## src/rtl/crp_pkg.sv

```systemverilog
`timescale 1ns / 1ps

package crp_pkg;

   localparam int MAX_POINTS_DEF = 64;

   localparam int COORD_W = 32;
   localparam int S_W     = 48;             // segment position, unsigned Q32.16
   localparam int OVER_W  = 49;             // signed overshoot in Q32.16 plus a sign bit
   localparam int U_W     = 17;             // fraction, 65536 is one
   localparam int WT_W    = 22;             // basis weights at twice their value
   localparam int QM_W    = 34;             // control point after mirroring
   localparam int PROD_W  = WT_W + QM_W;
   localparam int SUM_W   = PROD_W + 2;
   localparam int TAN_W   = SUM_W - 17;     // position and tangent after the shift
   localparam int EXT_W   = 42;             // clamped product, within +-2^40

   localparam logic [U_W-1:0] ONE_Q16   = 17'h10000;
   localparam logic [63:0]    EXT_LIMIT = 64'h0000_0100_0000_0000;

   typedef enum logic {
      MODE_LOAD  = 1'b0,
      MODE_QUERY = 1'b1
   } mode_type;

   typedef enum logic [1:0] {
      CSR_POINT_COUNT  = 2'd0,
      CSR_START_TIME   = 2'd1,
      CSR_INV_INTERVAL = 2'd2
   } csr_index_type;

   typedef struct packed {
      logic                      mode;
      logic [5:0]                point_index;
      logic signed [COORD_W-1:0] coord_x;
      logic signed [COORD_W-1:0] coord_y;
      logic signed [COORD_W-1:0] coord_z;
      logic signed [COORD_W-1:0] query_time;
   } req_word_type;

   typedef struct packed {
      logic signed [COORD_W-1:0] pos_x;
      logic signed [COORD_W-1:0] pos_y;
      logic signed [COORD_W-1:0] pos_z;
      logic signed [COORD_W-1:0] vel_x;
      logic signed [COORD_W-1:0] vel_y;
      logic signed [COORD_W-1:0] vel_z;
   } rsp_word_type;

   typedef struct packed {
      logic [3:0][WT_W-1:0] wp;
      logic [3:0][WT_W-1:0] wd;
   } basis_type;

   typedef struct packed {
      logic has_prev;
      logic has_next;
   } nbr_type;

   function automatic logic signed [COORD_W-1:0] sat32(input logic signed [63:0] x);
      logic signed [COORD_W-1:0] r;
      if (x > 64'sh0000_0000_7FFF_FFFF) begin
         r = 32'sh7FFF_FFFF;
      end else if (x < -64'sh0000_0000_8000_0000) begin
         r = 32'sh8000_0000;
      end else begin
         r = x[COORD_W-1:0];
      end
      return r;
   endfunction

endpackage

```

## src/rtl/crp_basis.sv

```systemverilog
`timescale 1ns / 1ps

module crp_basis (
   input  logic                          clock,
   input  logic [crp_pkg::U_W-1:0]       u,
   output crp_pkg::basis_type            basis
);

   localparam int UW = crp_pkg::U_W;
   localparam int WW = crp_pkg::WT_W;

   logic [UW-1:0] u2_ff, u2_in, u_d1_ff;
   logic [UW-1:0] u3_ff, u3_in, u2_d_ff, u_d2_ff;
   logic [2*UW-1:0] sq, cb;
   crp_pkg::basis_type basis_ff, basis_in;
   logic signed [WW-1:0] a1, a2, a3, one;

   always_comb begin
      sq    = (2*UW)'(u) * (2*UW)'(u);
      u2_in = sq[16 +: UW];
      cb    = (2*UW)'(u2_ff) * (2*UW)'(u_d1_ff);
      u3_in = cb[16 +: UW];
   end

   always_comb begin
      a1  = $signed(WW'(u_d2_ff));
      a2  = $signed(WW'(u2_d_ff));
      a3  = $signed(WW'(u3_ff));
      one = $signed(WW'(crp_pkg::ONE_Q16));
      basis_in.wp[0] = -a3 + WW'(2) * a2 - a1;
      basis_in.wp[1] = WW'(3) * a3 - WW'(5) * a2 + WW'(2) * one;
      basis_in.wp[2] = -(WW'(3) * a3) + WW'(4) * a2 + a1;
      basis_in.wp[3] = a3 - a2;
      basis_in.wd[0] = -(WW'(3) * a2) + WW'(4) * a1 - one;
      basis_in.wd[1] = WW'(9) * a2 - WW'(10) * a1;
      basis_in.wd[2] = -(WW'(9) * a2) + WW'(8) * a1 + one;
      basis_in.wd[3] = WW'(3) * a2 - WW'(2) * a1;
   end

   always_ff @(posedge clock) begin
      u2_ff    <= u2_in;
      u_d1_ff  <= u;
      u3_ff    <= u3_in;
      u2_d_ff  <= u2_ff;
      u_d2_ff  <= u_d1_ff;
      basis_ff <= basis_in;
   end

   assign basis = basis_ff;

endmodule

```

## config.mk

```make
export PLATFORM = sky130hd
export DESIGN_NAME = crp_basis
export DESIGN_NICKNAME = d
export VERILOG_FILES = /design/src/rtl/crp_pkg.sv /design/src/rtl/crp_basis.sv
export SDC_FILE = /design/constraint.sdc
export NUM_CORES = 2
export LEC_CHECK = 0
export BUFFER_PORTS_ARGS = -buffer_cell sky130_fd_sc_hd__buf_2
export CAP_MARGIN = 40
export CELL_PAD_IN_SITES_DETAIL_PLACEMENT = 0
export CELL_PAD_IN_SITES_GLOBAL_PLACEMENT = 1
export CORE_ASPECT_RATIO = 0.6
export CORE_UTILIZATION = 35
export DETAILED_ROUTE_END_ITERATION = 10
export GPL_ROUTABILITY_DRIVEN = 0
export GPL_TIMING_DRIVEN = 0
export PLACE_DENSITY = 0.61
export SKIP_LAST_GASP = 1
export SYNTH_ARGS = -nofsm -noshare
export SYNTH_HDL_FRONTEND = slang
export SYNTH_SLANG_ARGS = --single-unit
```

## constraint.sdc

```tcl
create_clock -name clock -period 10.35 [get_ports clock]
set_input_delay 1.035 -clock clock [delete_from_list [all_inputs] [get_ports clock]]
set_output_delay 1.035 -clock clock [all_outputs]
set_load 0.03 [all_outputs]
```

==> impl_metrics.py <==
metrics = {
    "status": {
        "status": "finished clean",
    },
    "grt": {
        "grt.met3_usage": 0.0467,
        "grt_max_degree": 15,
        "use_met1": 0.383,
        "grt_pass1_vias": 24900,
        "grt_overflow": 0,
        "use_met2": 0.254,
        "grt_pass1_wl_um": 160000,
        "grt.total_usage": 0.216,
        "top_usage_layer": "met1",
        "antenna_found_initial": 5,
    },
    "timing": {
        "grt_setup_unrepaired": "false",
        "finalMaxSlewViolations": 0,
        "finalWorstSetupSlack_ps": 2840,
        "max_freq_mhz": 133,
        "tns_ps": 0,
        "fin_crit_ps": 7510,
        "setup_viol": 0,
        "tightest_slew_ps": 1060,
        "period_share": 0.726,
        "final-hold-violation-count": 0,
        "slew_headroom": 0.285,
        "whs_ps": 374,
        "fin_skew_ps": 21.7,
    },
    "worst_setup_path": {
        "critical_path_class": "reg2reg",
        "cp-end-kind": "flop",
        "worstPathArrival_ps": 8030,
        "worst-endpoint-required_ps": 10870,
        "cp-start-kind": "flop",
        "cp_max_fo": 10,
    },
    "yosys": {
        "yosys_warnings": 0,
        "ys_async_sr_fraction": 0,
        "synth_fp_nets": 4742,
        "synth_area_per_cell_um2": 9.08,
        "synth_area_mm2": 0.0340,
        "syn_inst": 3739,
        "synth_enable_flop_cells": 0,
        "synth_top_area_cell": "fa_1",
        "ys_ff_latch": 251,
        "ys_types": 79,
        "synth_common_cells": "inv_1, ha_1, fa_1",
        "yosysMostFrequentCell": "inv_1",
        "synth-seq-area-share": 0.148,
        "yosysTopAreaCellShare": 0.266,
        "synthTopCellsByArea": "fa_1, ha_1, dfxtp_1",
        "synthFlopType": "dfxtp_1",
    },
    "floorplan": {
        "io_pins": 194,
        "core_area_mm2": 0.0961,
        "chipWidth_um": 404,
        "start_util": 0.353,
        "row_count": 88,
        "die_area_mm2": 0.0983,
        "die_h_um": 243,
    },
    "final_layout": {
        "syn_to_final_growth_pct": 10.7,
        "final_util": 0.391,
        "nets": 4970,
        "drive_gt1_frac": 0.0742,
    },
    "detailed_routing": {
        "first_pass_iters": 7,
        "antenna_left": 0,
        "vias_per_cell": 4.83,
        "first_iter_violations": 1912,
        "finalWirelength_um": 105000,
        "routedWlPerCell_um": 19.9,
        "drcViolationCount": 0,
        "vias": 25600,
    },
    "cts": {
        "path_clk_slew_ps": 70,
        "clockBufferDepth": 3,
        "cts_tree": "yes",
        "numClockSinks": 251,
        "ctsHoldBuffers": 0,
        "h-tree-depth": 1,
        "clk_latency_ps": 610,
        "cts_buffers": 28,
        "postCtsSetupBuffers": 0,
        "cts_resized": 0,
        "root_buffer": "clkbuf_16",
    },
    "place": {
        "pre_cts_ws_ps": 2510,
        "port_buffers": 193,
        "dp_hpwl_um": 88300,
    },
    "run": {
        "cap_violations": 0,
    },
    "min_path": {
        "worstHoldPathType": "reg2reg",
    },
}
through the flow:
stage | area [µm²] | std cells
6_report | 37600 | 5293
5_1_grt | 37600 | 5292
4_1_cts | 37600 | 5290
3_5_place_dp | 36600 | 5240
3_3_place_gp | 36600 | 5237
2_1_floorplan | 34000 | 3739
worst paths after layout:
| path | startpoint | end | slack (ps) | cells after the start |
|---|---|---|---|---|
| max | u_d1_ff[9]$_DFF_P_ | u3_ff[16]$_DFF_P_ | 2840 | 23 |
| min | u2_ff[14]$_DFF_P_ | u2_d_ff[14]$_DFF_P_ | 370 | 0 |
| max reg2reg | u_d1_ff[9]$_DFF_P_ | u3_ff[16]$_DFF_P_ | 2840 | 23 |
| min reg2reg | u2_ff[14]$_DFF_P_ | u2_d_ff[14]$_DFF_P_ | 370 | 0 |
per-layer routing:
| metal | routed length, µm | vias up |
|---|---|---|
| li1 | - | 12500 |
| met1 | 61600 | 12300 |
| met2 | 34700 | 730 |
| met3 | 8010 | 56 |
| met4 | 996 | 2 |
| met5 | 7 | - |
flip-flops by register name (all words and copies together) (netlist names):
| name | count |
|---|---|
| u2_d_ff | 17 |
| u3_ff | 17 |
| u2_ff | 17 |
| basis | 166 |
| u_d1_ff | 17 |
| u_d2_ff | 17 |
logic make-up after synthesis:
logic type / after synthesis / synth area share
flip-flops: 251 / 0.148
multiplexers: 4 / 0.00122
XOR/XNOR: 247 / 0.0637
AND/OR/NAND/NOR: 902 / 0.129
adder cells (fa/ha/maj): 985 / 0.463
buffers and inverters: 811 / 0.0908
AO/OA/AOI/OAI: 539 / 0.105
layout by cell type (no fill, tap or decap), types with 28 or more instances in the layout:
master     synthesis  layout
dfxtp_1          251     251
a31oi_1           28      28
o21bai_1          36      36
nand2_1          340     340
nor2b_1           34      34
inv_1            737     737
nand3_1           49      49
xnor2_1          169     169
a21oi_1          175     175
clkbuf_1          64      68
nor3_1            45      45
nor2_1           136     136
a21o_1            62      62
fa_1             451     451
o21ai_0           73      72
and2_1           186     186
ha_1             534     534
clkbuf_16          0      29
buf_2              0     195
xor2_1            78      78
critical path, cell delays in order (launching register included):
cell,delay (ps)
dfxtp_1,370
clkbuf_1,380
clkbuf_1,680
nand2_1,160
fa_1,550
inv_1,60
fa_1,510
inv_1,50
fa_1,480
inv_1,60
fa_1,500
fa_1,540
inv_1,60
fa_1,530
inv_1,40
ha_1,310
nand2_1,70
or3_1,380
a221oi_2,380
nand2_1,170
o21ai_2,450
a21oi_1,270
o21ai_1,250
xnor2_1,150
area by class of cell:
class                   instances  area [µm²]
diodes                          1        2.50
clock buffers                  35         768
inverters                     737        2770
flip-flops and latches        251        5020
well taps                    1305        1630
clock inverters                15         229
repair buffers                198         996
multi-input cells            2677       25800
plain buffers                  74         315
fillers                      9875       58500
Power is left out: the tool's default activity adds up to more than one toggle a clock period on the data nets, which glitch-free logic cannot reach.
