<file path="src/rtl/crp_ram.sv">
`timescale 1ns / 1ps

module crp_ram #(
   parameter int WIDTH = 96,
   parameter int DEPTH = 16
) (
   input  logic                                    clock,
   input  logic                                    wr_en,
   input  logic [((DEPTH > 1) ? $clog2(DEPTH) : 1)-1:0] wr_addr,
   input  logic [WIDTH-1:0]                        wr_data,
   input  logic [((DEPTH > 1) ? $clog2(DEPTH) : 1)-1:0] rd_addr,
   output logic [WIDTH-1:0]                        rd_data
);

   logic [WIDTH-1:0] mem_ff [DEPTH];
   logic [WIDTH-1:0] rd_data_ff;

   always_ff @(posedge clock) begin
      if (wr_en) begin
         mem_ff[wr_addr] <= wr_data;
      end
      rd_data_ff <= mem_ff[rd_addr];
   end

   assign rd_data = rd_data_ff;

endmodule

</file>
<file path="config.mk">
export PLATFORM = sky130hd
export DESIGN_NAME = crp_ram
export DESIGN_NICKNAME = d
export VERILOG_FILES = /design/src/rtl/crp_ram.sv
export SDC_FILE = /design/constraint.sdc
export NUM_CORES = 1
export LEC_CHECK = 0
export BUFFER_PORTS_ARGS = -buffer_cell sky130_fd_sc_hd__buf_4
export CORE_UTILIZATION = 45
export DETAILED_ROUTE_END_ITERATION = 12
export SETUP_SLACK_MARGIN = 0.02
export SYNTH_ARGS = -nofsm -noshare
export SYNTH_HDL_FRONTEND = slang
export SYNTH_SLANG_ARGS = --single-unit
</file>
<file path="constraint.sdc">
create_clock -name clock -period 10.5 [get_ports clock]
set_input_delay 1.05 -clock clock [delete_from_list [all_inputs] [get_ports clock]]
set_output_delay 1.05 -clock clock [all_outputs]
set_load 0.05 [all_outputs]
</file>
==> impl_results.html <==
<table>
<tr><th>Metric</th><th>Value</th></tr>
<tr><th colspan="2">Critical path</th></tr>
<tr><td>Number of buffers and inverters on the critical path</td><td>3</td></tr>
<tr><td>Library cell appearing most often on the critical path</td><td>buf_4</td></tr>
<tr><td>Launching point of the worst reg2reg path</td><td>mem_ff[10][4]</td></tr>
<tr><td>Critical path class</td><td>in2reg</td></tr>
<tr><td>Endpoint of the lowest-slack register-to-register path</td><td>rd_data[4]</td></tr>
<tr><td>Depth of the worst register-to-register path</td><td>3</td></tr>
<tr><td>Data arrival time of the worst path</td><td>4.32 ns</td></tr>
<tr><td>Cell family contributing the most delay on the critical path</td><td>buffers and inverters</td></tr>
<tr><td>Largest fanout on the critical path</td><td>72</td></tr>
<tr><td>Startpoint type of the worst setup path</td><td>input port</td></tr>
<tr><td>Endpoint type of the worst setup path</td><td>flop</td></tr>
<tr><td>Worst EP required</td><td>between 10 and 15 ns</td></tr>
<tr><td>Ordered list of cells on the worst path</td><td>buf_8 &gt; buf_4 &gt; buf_4 &gt; mux4_2 &gt; a22oi_1 &gt; nand2_1</td></tr>
<tr><td>Slowest cell on the critical path</td><td>buf_4</td></tr>
<tr><td>Reg2reg setup slack</td><td>9.02 ns</td></tr>
<tr><td>Crit. path cell count</td><td>6</td></tr>
<tr><td>Crit-path max cell delay</td><td>0.84 ns</td></tr>
<tr><th colspan="2">STA</th></tr>
<tr><td>Setup repair after global routing missed its margin</td><td>no</td></tr>
<tr><td>Final setup violating endpoints</td><td>0</td></tr>
<tr><td>Minimum period implied by the final worst setup slack</td><td>3.68 ns</td></tr>
<tr><td>Worst-case setup margin in the final layout</td><td>approximately 6.8 ns</td></tr>
<tr><td>Max_slew headroom</td><td>~16%</td></tr>
<tr><td>Final clock skew</td><td>about 0.02 ns</td></tr>
<tr><td>Count of final max-slew check failures</td><td>0</td></tr>
<tr><td>Worst slew pin tran</td><td>approximately 1.3 ns</td></tr>
<tr><td>Final Hold Violating Endpoints</td><td>0</td></tr>
<tr><td>Timing-limited maximum frequency</td><td>0.272 GHz</td></tr>
<tr><td>Final worst path period share</td><td>a little over a third</td></tr>
<tr><td>Setup TNS</td><td>0 ns</td></tr>
<tr><th colspan="2">Cells and area</th></tr>
<tr><td># fillers</td><td>approximately 10k</td></tr>
<tr><td>Layout overhead on the synthesized area</td><td>15.1%</td></tr>
<tr><td># nets final</td><td>between 2k and 3k</td></tr>
<tr><td>Proportion of layout cells with a drive suffix above 1</td><td>between 30% and 40%</td></tr>
<tr><th colspan="2">GRT</th></tr>
<tr><td>Antenna violations before repair</td><td>18</td></tr>
<tr><td>First-pass GRT wire length</td><td>roughly 200,000 um</td></tr>
<tr><td>Aggregate global-route resource usage</td><td>about a fifth</td></tr>
<tr><td>Maximum number of pins on one net before global-route repair</td><td>roughly 160</td></tr>
<tr><td>Total congestion overflow after global routing</td><td>0</td></tr>
<tr><td>Via count of the first global-routing pass</td><td>about 29k</td></tr>
<tr><th colspan="2">Detailed routing</th></tr>
<tr><td>Detailed Route WL</td><td>approximately 130,000 um</td></tr>
<tr><td>Number of DRC violations after detailed routing</td><td>0</td></tr>
<tr><td>Average via count per standard cell</td><td>roughly 5.8</td></tr>
<tr><td>Initial drt markers</td><td>2,570</td></tr>
<tr><td>First-pass DRT Iterations</td><td>5</td></tr>
<tr><td>Via count</td><td>approximately 27k</td></tr>
<tr><td>Average routed wire per standard cell</td><td>between 20 and 30 um</td></tr>
<tr><td>Antenna Nets Post-Route</td><td>0</td></tr>
<tr><th colspan="2">Yosys</th></tr>
<tr><td>Number of warnings printed during yosys synthesis</td><td>0</td></tr>
<tr><td>Area share of the leading cell type in the synthesized netlist</td><td>around 78%</td></tr>
<tr><td>Average size of a mapped cell</td><td>around 24 um^2</td></tr>
<tr><td>Number of distinct library cells after synthesis</td><td>18</td></tr>
<tr><td>Mapped Area</td><td>slightly below 60,000 um^2</td></tr>
<tr><td>Leading register cell type out of synthesis</td><td>edfxtp_1</td></tr>
<tr><td>Synth area leader</td><td>edfxtp_1</td></tr>
<tr><td>Number of synthesized flops with an enable pin</td><td>1,536</td></tr>
<tr><td>Most frequent cells after synthesis</td><td>1,536 x edfxtp_1, 384 x mux4_2, 192 x a22oi_1</td></tr>
<tr><td>Cell types with the largest area share after synthesis</td><td>edfxtp_1 78%, mux4_2 15%, dfxtp_1 3.2%</td></tr>
<tr><td>Portion of the post-synthesis area used by sequential elements</td><td>80.9%</td></tr>
<tr><td>Synthesized instance count</td><td>about 2.5k</td></tr>
<tr><td>Most common cell in the synthesized netlist</td><td>edfxtp_1</td></tr>
<tr><td>Number of synthesized register bits</td><td>between 1.5k and 2k</td></tr>
<tr><td>Nets in the synthesized netlist</td><td>approximately 2.6k</td></tr>
<tr><td>Async S/R FF share, synth</td><td>0%</td></tr>
<tr><th colspan="2">Place</th></tr>
<tr><td>Placer Congestion</td><td>0.717</td></tr>
<tr><td>Half-perimeter wire length after placement</td><td>just over 60,000 um</td></tr>
<tr><td>DP Worst Slack</td><td>a little under 6 ns</td></tr>
<tr><td>PortBufs</td><td>201</td></tr>
<tr><th colspan="2">Hold path</th></tr>
<tr><td>WHS Path Cells</td><td>1</td></tr>
<tr><td>Worst Hold Path EP</td><td>mem_ff[9][83]</td></tr>
<tr><td>Hold/Removal Path Class</td><td>in2reg</td></tr>
<tr><td>Start point of the worst min-delay path</td><td>wr_data[83]</td></tr>
<tr><th colspan="2">Floorplanning</th></tr>
<tr><td>Overall die height</td><td>365 um</td></tr>
<tr><td>Area inside the core boundary</td><td>between 100,000 and 150,000 um^2</td></tr>
<tr><td>Floorplan die area</td><td>133,000 um^2</td></tr>
<tr><td>Boundary Pins</td><td>about 200</td></tr>
<tr><td>X dimension of the die</td><td>365 um</td></tr>
<tr><td>Placement Rows</td><td>132</td></tr>
<tr><td>Initial standard-cell utilization of the core</td><td>~46%</td></tr>
<tr><th colspan="2">Power and ir drop</th></tr>
<tr><td>Comb power frac</td><td>under 10%</td></tr>
<tr><td>Reported net switching power</td><td>2.97 mW</td></tr>
<tr><td>Final total power</td><td>~14 mW</td></tr>
<tr><td>Clk pwr share</td><td>41.7%</td></tr>
<tr><td>Static leakage power</td><td>~22 nW</td></tr>
<tr><td>Net switching fraction of the power</td><td>between 20% and 30%</td></tr>
<tr><td>Internal Power</td><td>~11 mW</td></tr>
<tr><td>Peak supply drop</td><td>0.147 mV</td></tr>
<tr><td>Power Dens Cells</td><td>204 nW/um^2</td></tr>
<tr><td>Fraction of power consumed by sequential logic</td><td>52.5%</td></tr>
<tr><th colspan="2">Clocking</th></tr>
<tr><td>Total clock sinks</td><td>approximately 1.6k</td></tr>
<tr><td>Setup bufs post-CTS</td><td>0</td></tr>
<tr><td>Post-cts repair resize count</td><td>0</td></tr>
<tr><td>Clock tree from TritonCTS</td><td>built</td></tr>
<tr><td>CTS Buffer Depth</td><td>3</td></tr>
<tr><td>Number of buffers inserted by hold repair at cts</td><td>0</td></tr>
<tr><td>Cts bufs inserted</td><td>163</td></tr>
<tr><td>Number of levels in the clock H-tree</td><td>4</td></tr>
<tr><td>Clock slew seen by the registers of the worst setup and hold paths</td><td>approximately 0.060 ns</td></tr>
<tr><td>Skew-Pair Late Insertion Delay</td><td>about 0.79 ns</td></tr>
<tr><td>Buffer type at the clock tree root</td><td>clkbuf_16</td></tr>
<tr><th colspan="2">Status</th></tr>
<tr><td>Result of the run</td><td>complete, no violations</td></tr>
<tr><th colspan="2">Flow run</th></tr>
<tr><td>Reported max-cap violation count</td><td>0</td></tr>
</table>
==> layer usage <==
| metal | wire [um] | vias up | track usage [%] |
|---|---|---|---|
| met2 | 70200 | 794 | 35.5 |
| met4 | 2520 | 18 | 5.64 |
| li1 | - | 11100 | - |
| met3 | 7980 | 197 | 4.11 |
| met1 | 54200 | 14500 | 27.1 |
| met5 | 101 | - | 0 |
==> registers in the layout (all words and copies together), names as in the netlist <==
register  count
mem_ff     1536
rd_data      96
==> logic make-up after synthesis <==
kind of cell | count (synthesis) | share of synthesized area [%]
DFF | 1632 | 80.9
muxes | 384 | 14.6
AOI/OAI and AO/OA | 192 | 2.43
buffers and inverters | 129 | 1.22
and+or+nand+nor | 123 | 0.831
==> layout make-up <==
type	count	area (um^2)	share of cell area (%)
sequential	1632	48000	70.3
multi-input combinational	699	10700	15.7
clock buffer	222	4540	6.64
tap	1742	2180	3.19
timing repair buffer	244	1980	2.90
clock inverter	82	858	1.26
antenna	7	17.5	0.0256
==> power by group through the flow <==
stage / Combinational (mW) / Clock [mW] / Sequential (mW)
finish: 0.799 / 5.83 / 7.34
global route: 0.851 / 6.17 / 7.35
CTS: 0.815 / 5.94 / 7.34
detailed placement: 0.814 / 0 / 7.48
global placement: 0.798 / 0 / 7.47
floorplan: 0.348 / 0 / 7.62
==> worst reg2reg max path: stages, from the launching register on <==
cell	delay [ns]
edfxtp_1	0.36
mux4_2	0.46
a22oi_1	0.23
nand2_1	0.22
==> worst max-delay path by stage <==
stage	from	to	slack, ns
after floorplan	wr_addr[2]	mem_ff[0][0]	1.77
after global routing	rd_addr[0]	rd_data[42]	6.48
after global placement	rd_addr[0]	rd_data[3]	6.01
after detailed placement	rd_addr[0]	rd_data[42]	5.94
after CTS	rd_addr[0]	rd_data[42]	6.79
final	rd_addr[0]	rd_data[42]	6.82
==> through the flow <==
stage	util [%]	area [um^2]	hold slack [ns]	std cells
floorplan	-	59400	0.635	2460
global placement	48.4	62900	0.645	4317
detailed placement	48.4	62900	0.658	4317
CTS	52.5	68300	0.490	4621
global route	52.5	68300	0.529	4626
finish	52.5	68300	0.558	4628
==> cell usage in the layout (no fill, tap or decap) <==
cell type   Yosys  routed
mux4_2        384     384
and2_4          0       1
dfxtp_1        96      96
clkinv_2        0      23
buf_8           0       2
diode_2         0       7
edfxtp_1     1536    1536
clkbuf_16       0     168
nor3_2          0       4
clkinv_1        0      29
nor2b_4         0       2
nand3_1         1       1
clkbuf_8        0      13
nand3b_1        2       2
inv_16          0       1
a22oi_1       192     192
inv_6           0       8
clkbuf_1       46      41
buf_4          19     231
nand2_1        97      97
clkinv_8        0       3
nor2_4          0      13
or3b_2          1       1
clkinvlp_4      0       2
bufinv_16       0      16
buf_12          0      11
nand2b_1        2       2
Note: power is estimated with default switching activity, not from simulation.
